## config.mk

```make
export PLATFORM = sky130hd
export DESIGN_NAME = char_lcd_write_sequencer
export DESIGN_NICKNAME = d
export VERILOG_FILES = /design/src/hw/rtl/lcdws_pkg.sv /design/src/hw/rtl/lcdws_ucode_rom.sv /design/src/hw/rtl/lcdws_out_reg.sv /design/src/hw/rtl/char_lcd_write_sequencer.sv
export SDC_FILE = /design/constraint.sdc
export NUM_CORES = 1
export LEC_CHECK = 0
export BUFFER_PORTS_ARGS = -buffer_cell sky130_fd_sc_hd__buf_2
export CAP_MARGIN = 20
export CORE_UTILIZATION = 40
export CTS_BUF_LIST = sky130_fd_sc_hd__clkbuf_8
export CTS_CLUSTER_DIAMETER = 150
export DETAILED_ROUTE_END_ITERATION = 6
export PLACE_DENSITY_LB_ADDON = 0.15
export SLEW_MARGIN = 20
export SYNTH_ARGS = -nofsm -noshare
export SYNTH_HDL_FRONTEND = slang
export SYNTH_SLANG_ARGS = --single-unit
```

## constraint.sdc

```tcl
create_clock -name clk -period 3 [get_ports clk]
set_clock_uncertainty 0.15 [all_clocks]
set_input_delay 0.3 -clock clk [delete_from_list [all_inputs] [get_ports clk]]
set_output_delay 0.3 -clock clk [all_outputs]
set_load 0.005 [all_outputs]
```

## src/hw/rtl/lcdws_pkg.sv

```systemverilog
// ----------------------------------------------------------------------------
// lcdws_pkg
// Shared types, codes and constants of the character LCD write sequencer.
// ----------------------------------------------------------------------------
package lcdws_pkg;

  // Request and pin-state payloads.
  typedef struct packed {
    logic [2:0] action;
    logic [7:0] byte_value;
    logic       line_select;
    logic [5:0] column;
    logic       shift_right;
  } in_t;

  typedef struct packed {
    logic        reg_select;
    logic        read_write;
    logic        enable;
    logic [7:0]  data_lines;
    logic [15:0] hold_us;
    logic        last;
  } out_t;

  // Request actions.
  localparam logic [2:0] ACT_INIT    = 3'd0;
  localparam logic [2:0] ACT_COMMAND = 3'd1;
  localparam logic [2:0] ACT_DATA    = 3'd2;
  localparam logic [2:0] ACT_SETPOS  = 3'd3;
  localparam logic [2:0] ACT_CLEAR   = 3'd4;
  localparam logic [2:0] ACT_SHIFT   = 3'd5;

  // Configuration register indexes.
  localparam logic CFG_FOUR_BIT     = 1'b0;
  localparam logic CFG_ENABLE_PULSE = 1'b1;

  localparam logic [9:0] ENABLE_PULSE_RESET = 10'd1000;
  localparam logic [3:0] MAX_COLUMN         = 4'd15;

  // Microcode operations.
  localparam logic [1:0] OP_WAIT   = 2'd0;  // one state, E low, data 0
  localparam logic [1:0] OP_STROBE = 2'd1;  // one strobe of the byte as given
  localparam logic [1:0] OP_SEND   = 2'd2;  // full byte, one or two strobes

  // Byte sources.
  localparam logic [1:0] SRC_CONST = 2'd0;
  localparam logic [1:0] SRC_INPUT = 2'd1;
  localparam logic [1:0] SRC_POS   = 2'd2;
  localparam logic [1:0] SRC_SHIFT = 2'd3;

  // Jump conditions.
  localparam logic [1:0] JMP_NEXT    = 2'd0;
  localparam logic [1:0] JMP_ALWAYS  = 2'd1;
  localparam logic [1:0] JMP_IF_8BIT = 2'd2;

  // Hold-after codes.
  localparam logic [2:0] HOLD_0     = 3'd0;
  localparam logic [2:0] HOLD_45    = 3'd1;
  localparam logic [2:0] HOLD_2000  = 3'd2;
  localparam logic [2:0] HOLD_10000 = 3'd3;
  localparam logic [2:0] HOLD_35000 = 3'd4;

  // Bus constants.
  localparam logic [7:0] LCD_FSET_8BIT   = 8'b0011_1000;
  localparam logic [7:0] LCD_FSET_4BIT   = 8'b0010_1000;
  localparam logic [7:0] LCD_DISPLAY_ON  = 8'b0000_1100;
  localparam logic [7:0] LCD_ERASE_ALL   = 8'b0000_0001;
  localparam logic [7:0] LCD_ENTRY_MODE  = 8'b0000_0110;
  localparam logic [7:0] LCD_SCROLL_LEFT = 8'b0001_1000;
  localparam logic [7:0] LCD_SHIFT_BIT   = 8'b0000_0100;  // 0x1C for right
  localparam logic [7:0] LCD_LINE1_BASE  = 8'h80;
  localparam logic [7:0] LCD_LINE2_BASE  = 8'hC0;
  localparam logic [3:0] LCD_NIBBLE_4BIT = 4'b0010;

  // Microcode addresses.
  localparam logic [3:0] UA_INIT    = 4'd0;
  localparam logic [3:0] UA_INIT_8  = 4'd3;
  localparam logic [3:0] UA_INIT_CM = 4'd4;
  localparam logic [3:0] UA_COMMAND = 4'd7;
  localparam logic [3:0] UA_DATA    = 4'd8;
  localparam logic [3:0] UA_SETPOS  = 4'd9;
  localparam logic [3:0] UA_CLEAR   = 4'd10;
  localparam logic [3:0] UA_SHIFT   = 4'd11;

  // One microcode word.
  typedef struct packed {
    logic [1:0] op;
    logic [1:0] src;
    logic [7:0] byte_const;
    logic       rs;
    logic [2:0] hold_code;
    logic [1:0] jcond;
    logic [3:0] target;
    logic       done;
  } ucw_t;

  function automatic logic [15:0] hold_value(input logic [2:0] code);
    logic [15:0] v;
    case (code)
      HOLD_0:     v = 16'd0;
      HOLD_45:    v = 16'd45;
      HOLD_2000:  v = 16'd2000;
      HOLD_10000: v = 16'd10000;
      HOLD_35000: v = 16'd35000;
      default:    v = 16'd0;
    endcase
    return v;
  endfunction

  function automatic logic [3:0] entry_addr(input logic [2:0] action);
    logic [3:0] a;
    case (action)
      ACT_INIT:    a = UA_INIT;
      ACT_COMMAND: a = UA_COMMAND;
      ACT_DATA:    a = UA_DATA;
      ACT_SETPOS:  a = UA_SETPOS;
      ACT_CLEAR:   a = UA_CLEAR;
      ACT_SHIFT:   a = UA_SHIFT;
      default:     a = UA_INIT;
    endcase
    return a;
  endfunction

endpackage

```

## src/hw/rtl/lcdws_ucode_rom.sv

```systemverilog
// ----------------------------------------------------------------------------
// lcdws_ucode_rom
// Microcode program of the sequencer, one word per step.
// ----------------------------------------------------------------------------
module lcdws_ucode_rom (
  input  logic [3:0]     addr,
  output lcdws_pkg::ucw_t word
);

  always_comb begin
    case (addr)
      // Init: power-up wait, then branch on bus width.
      4'd0:  word = '{lcdws_pkg::OP_WAIT, lcdws_pkg::SRC_CONST, 8'h00, 1'b0,
                      lcdws_pkg::HOLD_35000, lcdws_pkg::JMP_IF_8BIT,
                      lcdws_pkg::UA_INIT_8, 1'b0};
      4'd1:  word = '{lcdws_pkg::OP_STROBE, lcdws_pkg::SRC_CONST,
                      {lcdws_pkg::LCD_NIBBLE_4BIT, 4'h0}, 1'b0,
                      lcdws_pkg::HOLD_0, lcdws_pkg::JMP_NEXT, 4'd0, 1'b0};
      4'd2:  word = '{lcdws_pkg::OP_SEND, lcdws_pkg::SRC_CONST,
                      lcdws_pkg::LCD_FSET_4BIT, 1'b0, lcdws_pkg::HOLD_45,
                      lcdws_pkg::JMP_ALWAYS, lcdws_pkg::UA_INIT_CM, 1'b0};
      4'd3:  word = '{lcdws_pkg::OP_SEND, lcdws_pkg::SRC_CONST,
                      lcdws_pkg::LCD_FSET_8BIT, 1'b0, lcdws_pkg::HOLD_45,
                      lcdws_pkg::JMP_NEXT, 4'd0, 1'b0};
      4'd4:  word = '{lcdws_pkg::OP_SEND, lcdws_pkg::SRC_CONST,
                      lcdws_pkg::LCD_DISPLAY_ON, 1'b0, lcdws_pkg::HOLD_45,
                      lcdws_pkg::JMP_NEXT, 4'd0, 1'b0};
      4'd5:  word = '{lcdws_pkg::OP_SEND, lcdws_pkg::SRC_CONST,
                      lcdws_pkg::LCD_ERASE_ALL, 1'b0, lcdws_pkg::HOLD_2000,
                      lcdws_pkg::JMP_NEXT, 4'd0, 1'b0};
      4'd6:  word = '{lcdws_pkg::OP_SEND, lcdws_pkg::SRC_CONST,
                      lcdws_pkg::LCD_ENTRY_MODE, 1'b0, lcdws_pkg::HOLD_2000,
                      lcdws_pkg::JMP_NEXT, 4'd0, 1'b1};
      // Single-byte requests.
      4'd7:  word = '{lcdws_pkg::OP_SEND, lcdws_pkg::SRC_INPUT, 8'h00, 1'b0,
                      lcdws_pkg::HOLD_0, lcdws_pkg::JMP_NEXT, 4'd0, 1'b1};
      4'd8:  word = '{lcdws_pkg::OP_SEND, lcdws_pkg::SRC_INPUT, 8'h00, 1'b1,
                      lcdws_pkg::HOLD_0, lcdws_pkg::JMP_NEXT, 4'd0, 1'b1};
      4'd9:  word = '{lcdws_pkg::OP_SEND, lcdws_pkg::SRC_POS,
                      lcdws_pkg::LCD_LINE1_BASE, 1'b0, lcdws_pkg::HOLD_0,
                      lcdws_pkg::JMP_NEXT, 4'd0, 1'b1};
      4'd10: word = '{lcdws_pkg::OP_SEND, lcdws_pkg::SRC_CONST,
                      lcdws_pkg::LCD_ERASE_ALL, 1'b0, lcdws_pkg::HOLD_2000,
                      lcdws_pkg::JMP_NEXT, 4'd0, 1'b1};
      4'd11: word = '{lcdws_pkg::OP_SEND, lcdws_pkg::SRC_SHIFT,
                      lcdws_pkg::LCD_SCROLL_LEFT, 1'b0, lcdws_pkg::HOLD_10000,
                      lcdws_pkg::JMP_NEXT, 4'd0, 1'b1};
      default: word = '{lcdws_pkg::OP_WAIT, lcdws_pkg::SRC_CONST, 8'h00, 1'b0,
                        lcdws_pkg::HOLD_0, lcdws_pkg::JMP_NEXT, 4'd0, 1'b1};
    endcase
  end

endmodule

```

## src/hw/rtl/lcdws_out_reg.sv

```systemverilog
// ----------------------------------------------------------------------------
// lcdws_out_reg
// Output register of the pin-state channel.
// ----------------------------------------------------------------------------
module lcdws_out_reg (
  input  logic            clk,
  input  logic            rst,
  input  logic            load,
  input  lcdws_pkg::out_t din,
  output logic            can_load,
  output logic            out_valid,
  input  logic            out_ready,
  output lcdws_pkg::out_t out_data
);

  // A new state may enter when the slot is empty or is being taken now.
  assign can_load = !out_valid || out_ready;

  always_ff @(posedge clk) begin
    if (rst) begin
      out_valid <= 1'b0;
    end else if (load) begin
      out_valid <= 1'b1;
    end else if (out_ready) begin
      out_valid <= 1'b0;
    end
  end

  always_ff @(posedge clk) begin
    if (load) begin
      out_data <= din;
    end
  end

endmodule

```

## src/hw/rtl/char_lcd_write_sequencer.sv

```systemverilog
// ----------------------------------------------------------------------------
// char_lcd_write_sequencer
// Expands LCD requests into runs of RS/RW/E/data pin states with hold times.
// ----------------------------------------------------------------------------
// A taken request sets pc and busy; its first pin state is then loaded into
// the output register. One pin state per cycle while the output has room; a
// request of N states (up to 19, init on a 4-bit bus) holds the input until
// its last state loads; an empty run starts nothing. Output stalls hold the
// sequencer. Reset (synchronous, rst high): sequencer idle, output empty,
// four_bit_mode 1, enable_pulse_us 1000.
// ----------------------------------------------------------------------------
module char_lcd_write_sequencer (
  input  logic            clk,
  input  logic            rst,
  input  logic            in_valid,
  output logic            in_ready,
  input  lcdws_pkg::in_t  in_data,
  output logic            out_valid,
  input  logic            out_ready,
  output lcdws_pkg::out_t out_data,
  input  logic            cfg_write,
  input  logic            cfg_index,
  input  logic [9:0]      cfg_data
);

  // Configuration registers.
  logic       four_bit_mode;
  logic [9:0] enable_pulse_us;

  // Sequencer state: busy flag, microcode step counter and the phase within
  // the current step. A step is one microcode word; its phases are the pin
  // states it produces (one for a wait, two per strobe).
  logic       busy;
  logic [3:0] pc;
  logic [1:0] phase;

  // The request being worked on.
  lcdws_pkg::in_t req;

  lcdws_pkg::ucw_t word;
  lcdws_pkg::out_t state_out;
  logic            can_load;
  logic            step;
  logic [1:0]      last_phase;
  logic            runnable;
  logic [7:0]      cur_byte;
  logic [3:0]      next_pc;
  logic            take;

  lcdws_ucode_rom u_rom (
    .addr (pc),
    .word (word)
  );

  // Requests are taken whenever no run is in progress. The final state of a
  // run sits in the output register, so a new request can enter while it
  // still waits to be collected.
  assign in_ready = !busy;
  assign take     = in_valid && in_ready;

  // Unused action codes and positions past column 15 give an empty run; the
  // request is simply taken and nothing is started.
  always_comb begin
    runnable = (in_data.action <= lcdws_pkg::ACT_SHIFT);
    if (in_data.action == lcdws_pkg::ACT_SETPOS &&
        in_data.column > {2'b00, lcdws_pkg::MAX_COLUMN}) begin
      runnable = 1'b0;
    end
  end

  // A state is produced each cycle the output register has room.
  assign step = busy && can_load;

  // Number of states in the current step, minus one.
  always_comb begin
    case (word.op)
      lcdws_pkg::OP_WAIT:   last_phase = 2'd0;
      lcdws_pkg::OP_STROBE: last_phase = 2'd1;
      lcdws_pkg::OP_SEND:   last_phase = four_bit_mode ? 2'd3 : 2'd1;
      default:              last_phase = 2'd0;
    endcase
  end

  // Byte the step works on. The position command is the line base with the
  // column in its low four bits, which is the same as adding them since the
  // column is known to be at most 15 here.
  always_comb begin
    case (word.src)
      lcdws_pkg::SRC_CONST: cur_byte = word.byte_const;
      lcdws_pkg::SRC_INPUT: cur_byte = req.byte_value;
      lcdws_pkg::SRC_POS:   cur_byte = (req.line_select ? lcdws_pkg::LCD_LINE2_BASE
                                                        : lcdws_pkg::LCD_LINE1_BASE)
                                       | {4'h0, req.column[3:0]};
      lcdws_pkg::SRC_SHIFT: cur_byte = word.byte_const
                                       | (req.shift_right ? lcdws_pkg::LCD_SHIFT_BIT
                                                          : 8'h00);
      default:              cur_byte = word.byte_const;
    endcase
  end

  // Branch: the only condition the program tests is the bus width.
  always_comb begin
    case (word.jcond)
      lcdws_pkg::JMP_ALWAYS:  next_pc = word.target;
      lcdws_pkg::JMP_IF_8BIT: next_pc = four_bit_mode ? pc + 4'd1 : word.target;
      default:                next_pc = pc + 4'd1;
    endcase
  end

  // Pin state of the current phase. Even phases raise E for the configured
  // pulse width, odd phases drop it; only the final phase of a step carries
  // the settling delay. In 4-bit mode the first strobe sends the high nibble
  // and the second the low nibble, both on D7..D4.
  always_comb begin
    state_out.reg_select = word.rs;
    state_out.read_write = 1'b0;
    state_out.last       = word.done && (phase == last_phase);
    if (word.op == lcdws_pkg::OP_WAIT) begin
      state_out.enable     = 1'b0;
      state_out.data_lines = 8'h00;
      state_out.hold_us    = lcdws_pkg::hold_value(word.hold_code);
    end else begin
      state_out.enable = !phase[0];
      if (word.op == lcdws_pkg::OP_SEND && four_bit_mode) begin
        state_out.data_lines = phase[1] ? {cur_byte[3:0], 4'h0}
                                        : {cur_byte[7:4], 4'h0};
      end else begin
        state_out.data_lines = cur_byte;
      end
      if (!phase[0]) begin
        state_out.hold_us = {6'd0, enable_pulse_us};
      end else if (phase == last_phase) begin
        state_out.hold_us = lcdws_pkg::hold_value(word.hold_code);
      end else begin
        state_out.hold_us = 16'd0;
      end
    end
  end

  lcdws_out_reg u_out (
    .clk       (clk),
    .rst       (rst),
    .load      (step),
    .din       (state_out),
    .can_load  (can_load),
    .out_valid (out_valid),
    .out_ready (out_ready),
    .out_data  (out_data)
  );

  // Configuration writes.
  always_ff @(posedge clk) begin
    if (rst) begin
      four_bit_mode   <= 1'b1;
      enable_pulse_us <= lcdws_pkg::ENABLE_PULSE_RESET;
    end else if (cfg_write) begin
      case (cfg_index)
        lcdws_pkg::CFG_FOUR_BIT:     four_bit_mode   <= cfg_data[0];
        lcdws_pkg::CFG_ENABLE_PULSE: enable_pulse_us <= cfg_data;
        default: ;
      endcase
    end
  end

  // Step counter and phase counter.
  always_ff @(posedge clk) begin
    if (rst) begin
      busy  <= 1'b0;
      pc    <= lcdws_pkg::UA_INIT;
      phase <= 2'd0;
    end else if (take) begin
      busy  <= runnable;
      pc    <= lcdws_pkg::entry_addr(in_data.action);
      phase <= 2'd0;
    end else if (step) begin
      if (phase == last_phase) begin
        phase <= 2'd0;
        if (word.done) begin
          busy <= 1'b0;
        end else begin
          pc <= next_pc;
        end
      end else begin
        phase <= phase + 2'd1;
      end
    end
  end

  // Request fields are held for the whole run.
  always_ff @(posedge clk) begin
    if (take) begin
      req <= in_data;
    end
  end

endmodule
```

==> results of run 1 <==
-- worst min-delay path by stage --
stage	startpoint	endpoint	slack, ns	cells past startpoint
floorplan	u_rom.word[10]$_SDFF_PP0_	u_out.out_data[27]$_DFFE_PP_	0.24	0
global placement	u_rom.word[10]$_SDFF_PP0_	u_out.out_data[27]$_DFFE_PP_	0.25	0
detailed placement	u_rom.word[10]$_SDFF_PP0_	u_out.out_data[27]$_DFFE_PP_	0.25	0
CTS	cfg_data[3]	enable_pulse_us[3]$_SDFFE_PP1P_	0.02	3
global route	cfg_data[3]	enable_pulse_us[3]$_SDFFE_PP1P_	0.02	3
finish	cfg_data[3]	enable_pulse_us[3]$_SDFFE_PP1P_	0.03	3
-- sequential cells by signal (all words and copies together) (netlist names) --
register         cells
u_out.out_data      24
u_rom.word          16
req                 14
enable_pulse_us     10
pc                   4
phase                2
busy                 1
four_bit_mode        1
u_out.out_valid      1
-- worst max-delay path: stages (launching register included) --
cell and delay [ns]:
dfxtp_1 0.45, inv_1 0.14, ha_1 0.36, a21o_2 0.24, a2111o_1 0.47, a31oi_4 0.34, inv_4 0.08, ha_1 0.22
mux2i_1 0.15, o2bb2ai_1 0.09
-- layer usage --
layer | vias to the layer above | share of wire, % | wire length (µm)
met5 | - | 0 | 0
met4 | 0 | 1.2 | 82
met3 | 5 | 4.2 | 279
met2 | 38 | 49 | 3210
met1 | 1092 | 46 | 3040
li1 | 1242 | - | -
-- power groups by stage --
stage | Clock (mW) | Sequential (mW) | Combinational [mW]
global route | 0.866 | 1.22 | 0.527
floorplan | 0 | 1.21 | 0.346
CTS | 0.822 | 1.21 | 0.473
finish | 0.800 | 1.20 | 0.469
global placement | 0 | 1.23 | 0.456
detailed placement | 0 | 1.23 | 0.456
-- area by class of cell --
| cell class | instances | area, µm² | area share (%) |
|---|---|---|---|
| timing repair buffer | 77 | 460 | 11.3 |
| tap | 105 | 131 | 3.23 |
| clock inverter | 7 | 83.8 | 2.06 |
| multi-input combinational | 202 | 1340 | 33.1 |
| inverter | 18 | 77.6 | 1.91 |
| clock buffer | 9 | 124 | 3.05 |
| sequential | 73 | 1840 | 45.3 |
-- logic make-up (layout without fill, tap and decap cells) --
group | count (synthesis) | in the layout | share of synthesized area, %
and+or+nand+nor | 116 | 116 | 18.9
DFF | 73 | 73 | 54.9
muxes | 7 | 7 | 2.16
other | 1 | 3 | 0.112
xor gates and xnor gates | 5 | 5 | 1.53
adders and majority gates | 11 | 11 | 4.10
buffers and inverters | 32 | 111 | 5.22
AOI/OAI and AO/OA | 60 | 60 | 13.1
-- synthesized netlist by cell type (3+ instances only) --
master	n	area (µm²)
buf_4	4	30.0
inv_1	13	48.8
nor2b_1	5	31.3
nand3_1	23	115
xnor2_1	3	26.3
a21o_1	6	45.0
ha_1	11	138
edfxtp_1	38	1140
clkbuf_1	4	15.0
nor2_1	20	75.1
dfxtp_1	35	701
and2_1	3	18.8
a211oi_1	4	30.0
o21ai_0	9	45.0
a21oi_1	18	90.1
nor3_1	9	45.0
buf_6	4	45.0
mux2i_1	5	50.1
nand2b_1	6	37.5
nand2_1	26	97.6
and3_1	5	31.3
==> flow_summary.yaml, run 1 <==
global_route:
  use_met1_pct: 20.7
  grt_use_met2_pct: 26.3
  busiest_layer: "met2"
  use_met3_pct: 3.98
  grt_max_degree: 25
  grt_usage_pct: 16.4
  grt_remaining_overflow: 0
  grt_pass1_vias: 2312
  grt_pass1_wl_um: 10900
  antenna_found_initial: 0
clock_tree:
  clockBufferDepth: 2
  cts_root_buffer: "clkbuf_8"
  htree_levels: 3
  clock_latency_ns: 0.35
  postCtsHoldBufs: 14
  cts.clk_slew.worst_paths_ns: 0.08
  cts_sinks: 73
  cts-resized-gates: 0
  cts_setup_buffers: 0
  cts_tree: "done"
  numCtsBuffers: 9
power:
  p_total_mw: 2.47
  powerDensity_nw_per_um2: 609
  power_leakage_nw: 1.67
  combPwrFrac_pct: 18.9
  p_int_mw: 1.75
  p_sw_uw: 723
  p_seq_share_pct: 48.7
  peakVddDrop_mv: 0.304
  clock_power_share_pct: 32.4
  p_sw_share_pct: 29.2
placed_design:
  placed_cell_area_um2: 3710
  dp.cells: 461
  port_buffers: 61
  hpwl_um: 4840
  gp_congestion: 0.850
  pre_cts_ws_ns: 0.230
sta:
  finalHoldViolCount: 0
  setup-tns-final_ns: 0
  hold_ws_ns: 0.0314
  max_freq_mhz: 358
  fin_crit_sh_pct: 93.2
  slew-limit-headroom_pct: 48.6
  setup_slack_ns: 0.204
  worstMarginPinSlew_ns: 0.768
  grt_setup_unrepaired: "no"
  layout_min_cycle_time_ns: 2.80
  drv_slew: 0
  setup_violations: 0
setup_path:
  cp-start-kind: "register"
  r2r_slack_ns: 0.20
  endpoint: "u_rom.word[14]$_DFF_P_"
  criticalPathCategory: "register to register"
  worst-r2r-cell-count: 9
  r2r-start: "u_rom.word[9]$_SDFF_PP0_"
  critPathLaunch: "u_rom.word[9]$_SDFF_PP0_"
  required_ns: 3.09
  cp-end-kind: "register"
  cp_max_fo: 8
  r2r_end: "u_rom.word[14]$_DFF_P_"
  worstPathArrival_ns: 2.88
logic_synthesis:
  avgSynthCellArea_um2: 11.0
  ys_ff_latch: 73
  netlist_area_um2: 3350
  synth_cell_type_count: 63
  synth_edf_count: 38
  ys_async_sr_fraction_pct: 0
  ys.flop_type: "edfxtp_1"
  seq_area_frac_synth_pct: 54.9
  yosysWarnings: 0
  synthCells: 305
floorplan:
  core_um2: 8180
  pin_count: 65
  rows: 33
  dieArea_um2: 8750
  initial_utilization_pct: 41.0
  die_y_um: 93.6
  die_x_um: 93.6
finish:
  nFillCells: 786
  final_common_cell: "buf_2"
  final_cell_mix: "buf_2, edfxtp_1, dfxtp_1, nand2_1, nand3_1"
  n_antenna_cell: 0
  nNetsFinal: 427
  instances_no_fill: 491
  areaGrowthSynthToFinish_pct: 21.2
  drive_above_1_share_pct: 26.7
  postLayoutCellArea_um2: 4060
  fin_util_pct: 49.7
detailed_routing:
  routed_wirelength_um: 6610
  avgRoutedWirePerCell_um: 13.5
  drcViolationCount: 0
  first_iter_violations: 110
  vias: 2377
  firstDrtPassIters: 4
  via_per_inst: 4.84
  postRouteAntennaNets: 0
hold_path:
  holdCritPathClass: "input pin to register"
status:
  status: "completed"
flow_run:
  cap_violations: 0
Note: power is estimated with default switching activity, not from simulation.
==> inputs of run 2 (changes only) <==
--- a/config.mk
+++ b/config.mk
@@ -5,12 +5,13 @@
 export SDC_FILE = /design/constraint.sdc
 export NUM_CORES = 1
 export LEC_CHECK = 0
+export ABC_AREA = 1
 export BUFFER_PORTS_ARGS = -buffer_cell sky130_fd_sc_hd__buf_2
 export CAP_MARGIN = 20
 export CORE_UTILIZATION = 40
-export CTS_BUF_LIST = sky130_fd_sc_hd__clkbuf_8
 export CTS_CLUSTER_DIAMETER = 150
 export DETAILED_ROUTE_END_ITERATION = 6
+export GPL_TIMING_DRIVEN = 0
 export PLACE_DENSITY_LB_ADDON = 0.15
 export SLEW_MARGIN = 20
 export SYNTH_ARGS = -nofsm -noshare
==> run 2 against run 1 <==
Effect of this change:
- worst setup slack improved by 0.24 ns
- non-clock buffer count grew 8
- utilization grew 2.6 points
- critical path type unchanged
==> flow_summary.yaml, run 2 <==
status:
  status: "completed"
finish:
  instances_no_fill: 554
  drive_above_1_share_pct: 23.9
  n_antenna_cell: 0
  nNetsFinal: 493
  largest_reg_flops: 24
  regMostFlops: "u_out.out_data"
  final_cell_mix: "nand2_1, buf_2, inv_1, edfxtp_1, dfxtp_1"
  areaGrowthSynthToFinish_pct: 24.1
  final_common_cell: "nand2_1"
clock_tree:
  cts_setup_buffers: 0
  cts-resized-gates: 0
  clock_latency_ns: 0.34
  cts_tree: "done"
  numCtsBuffers: 9
  cts_sinks: 73
  clockBufferDepth: 2
  htree_levels: 3
  cts.clk_slew.worst_paths_ns: 0.08
  cts_root_buffer: "clkbuf_8"
power:
  power_leakage_nw: 1.89
  p_sw_uw: 852
  p_sw_share_pct: 31.8
  combPwrFrac_pct: 25.5
  p_seq_share_pct: 46.7
  clock_power_share_pct: 27.8
  p_int_mw: 1.83
  peakVddDrop_mv: 0.300
  powerDensity_nw_per_um2: 653
sta:
  grt_setup_unrepaired: "no"
  setup-tns-final_ns: 0
  worstMarginPinSlew_ns: 0.857
  setup_violations: 0
  layout_min_cycle_time_ns: 2.56
  finalHoldViolCount: 0
  max_freq_mhz: 391
  slew-limit-headroom_pct: 42.9
  fin_crit_sh_pct: 85.2
  drv_slew: 0
hold_path:
  min-delay-start: "cfg_data[3]"
  hold-path-cell-count: 3
  holdCritPathClass: "input pin to register"
  hold-path-endpoint: "enable_pulse_us[3]$_SDFFE_PP1P_"
detailed_routing:
  postRouteAntennaNets: 0
  vias: 2511
  routed_wirelength_um: 6650
  via_per_inst: 4.53
  first_iter_violations: 87
  firstDrtPassIters: 4
  avgRoutedWirePerCell_um: 12.0
  drcViolationCount: 0
floorplan:
  die_x_um: 92.9
  dieArea_um2: 8630
  initial_utilization_pct: 42.1
  rows: 32
  die_y_um: 92.9
  core_um2: 7850
  pin_count: 65
setup_path:
  crit_buf_inv: 2
  crit_path_frequent_cell: "nand2_1"
  cp_max_fo: 9
  crit_chain: "inv_1 > ha_1 > a21oi_1 > nand2_1 > nand2_1 > nand2_1 > nand2_1 > nand2_1 > nand3_2 > inv_2 > ha_1 > nor2_1 > nand2_1 > nand2_1"
  cp-end-kind: "register"
  worstPathArrival_ns: 2.68
  worst-r2r-cell-count: 14
  crit_family: "simple AND/OR/NAND/NOR gates"
  r2r_end: "u_rom.word[8]$_DFF_P_"
  criticalPathCategory: "register to register"
  r2r_slack_ns: 0.44
  cp-start-kind: "register"
  max_stage_delay_ns: 0.44
  required_ns: 3.12
  cpMaxStageDelayCell: "dfxtp_1"
  r2r-start: "u_rom.word[9]$_SDFF_PP0_"
logic_synthesis:
  synthCells: 356
  ys_ff_latch: 73
  netlist_area_um2: 3310
  ys_async_sr_fraction_pct: 0
  yosysMostFrequentCell: "nand2_1"
  synth_area_leaders: "edfxtp_1, dfxtp_1, nand2_1"
  yosysWarnings: 0
  avgSynthCellArea_um2: 9.29
  yosysTopAreaCell: "edfxtp_1"
  ys.flop_type: "edfxtp_1"
  synth_top_area_share_pct: 34.5
  seq_area_frac_synth_pct: 55.7
  synth_edf_count: 38
  synth_cell_type_count: 39
  synth_common_cells: "nand2_1, inv_1, edfxtp_1"
flow_run:
  cap_violations: 0
global_route:
  grt_pass1_wl_um: 10800
  grt_remaining_overflow: 0
  grt_pass1_vias: 2398
  grt_max_degree: 28
  grt_usage_pct: 16.4
  antenna_found_initial: 0
placed_design:
  dp.cells: 521
  hpwl_um: 4690
  port_buffers: 61
  gp_congestion: 0.802
==> run 2: cell types whose count changed after synthesis, sizes merged, moves of 5 or more <==
cell    before  now
nand2       28  105
inv         16   47
nor2        21   35
a21oi       18    5
a21o         8    0
nand3       23   30
nor3        11    4
and3         6    0
nand2b       6    0
and2         5    0
mux2i        5    0
nor2b        5    0
o21ai        9   14
==> run 2: worst max-delay path by stage <==
stage	start	endpoint	cells past startpoint
after global routing	u_rom.word[9]$_SDFF_PP0_	u_rom.word[8]$_DFF_P_	14
final	u_rom.word[9]$_SDFF_PP0_	u_rom.word[8]$_DFF_P_	14
after global placement	out_ready	u_rom.word[14]$_DFF_P_	11
after floorplan	busy$_SDFFE_PP0P_	u_rom.word[8]$_DFF_P_	11
after CTS	busy$_SDFFE_PP0P_	u_rom.word[8]$_DFF_P_	11
after detailed placement	out_ready	u_rom.word[8]$_DFF_P_	12
==> run 2: area by class of cell <==
cell class,instances,area (µm²)
fill,731,3740
sequential,73,1840
multi-input combinational,228,1240
timing repair buffer,77,465
inverter,50,189
clock buffer,12,135
tap,102,128
clock inverter,4,53.8
buffer,8,53.8
==> run 2: cell families after synthesis <==
kind of cell	Yosys count	synth area share, %
adders and majority gates	11	4.16
buffers and inverters	58	7.34
AOI/OAI and AO/OA	30	5.94
DFF	73	55.7
other	1	0.113
xor gates and xnor gates	1	0.265
and+or+nand+nor	182	26.5
==> run 2: metrics by stage <==
step	total power [mW]	utilization, %	hold slack, ns	setup WS (ns)	instance area [µm²]
2_1_floorplan	1.75	-	0.219	0.699	3310
3_3_place_gp	1.93	47.7	0.240	0.150	3750
3_5_place_dp	1.94	47.7	0.239	0.139	3750
4_1_cts	2.70	52.2	0.00144	0.171	4100
5_1_grt	2.87	52.3	0.00175	0.203	4100
6_report	2.68	52.3	0.0154	0.443	4100
==> run 2: layer usage <==
layer	share of wire, %	global-route usage, %	wire length, µm	vias to the layer above
met2	47	27.4	3150	68
met3	5.5	4.52	364	8
met4	1.7	6.15	110	0
met5	0	0	0	-
li1	-	-	-	1336
met1	45	20.2	3020	1099
==> run 2: repair_timing <==
item / CTS / global route
endpoints found under the hold margin: 17 / 0
setup endpoints to repair: 0 / 2
hold buffers: 16 / 0
==> run 2: power by group through the flow <==
stage / Sequential (mW) / Clock, mW / Combinational [mW]
2_1_floorplan: 1.27 / 0 / 0.483
3_3_place_gp: 1.27 / 0 / 0.660
3_5_place_dp: 1.27 / 0 / 0.669
4_1_cts: 1.25 / 0.764 / 0.687
5_1_grt: 1.26 / 0.806 / 0.795
6_report: 1.25 / 0.745 / 0.684
==> run 2: tightest hold or removal path, cell delays in order <==
cell	delay (ns)
buf_2	0.08
nand2_1	0.04
nand3_1	0.05
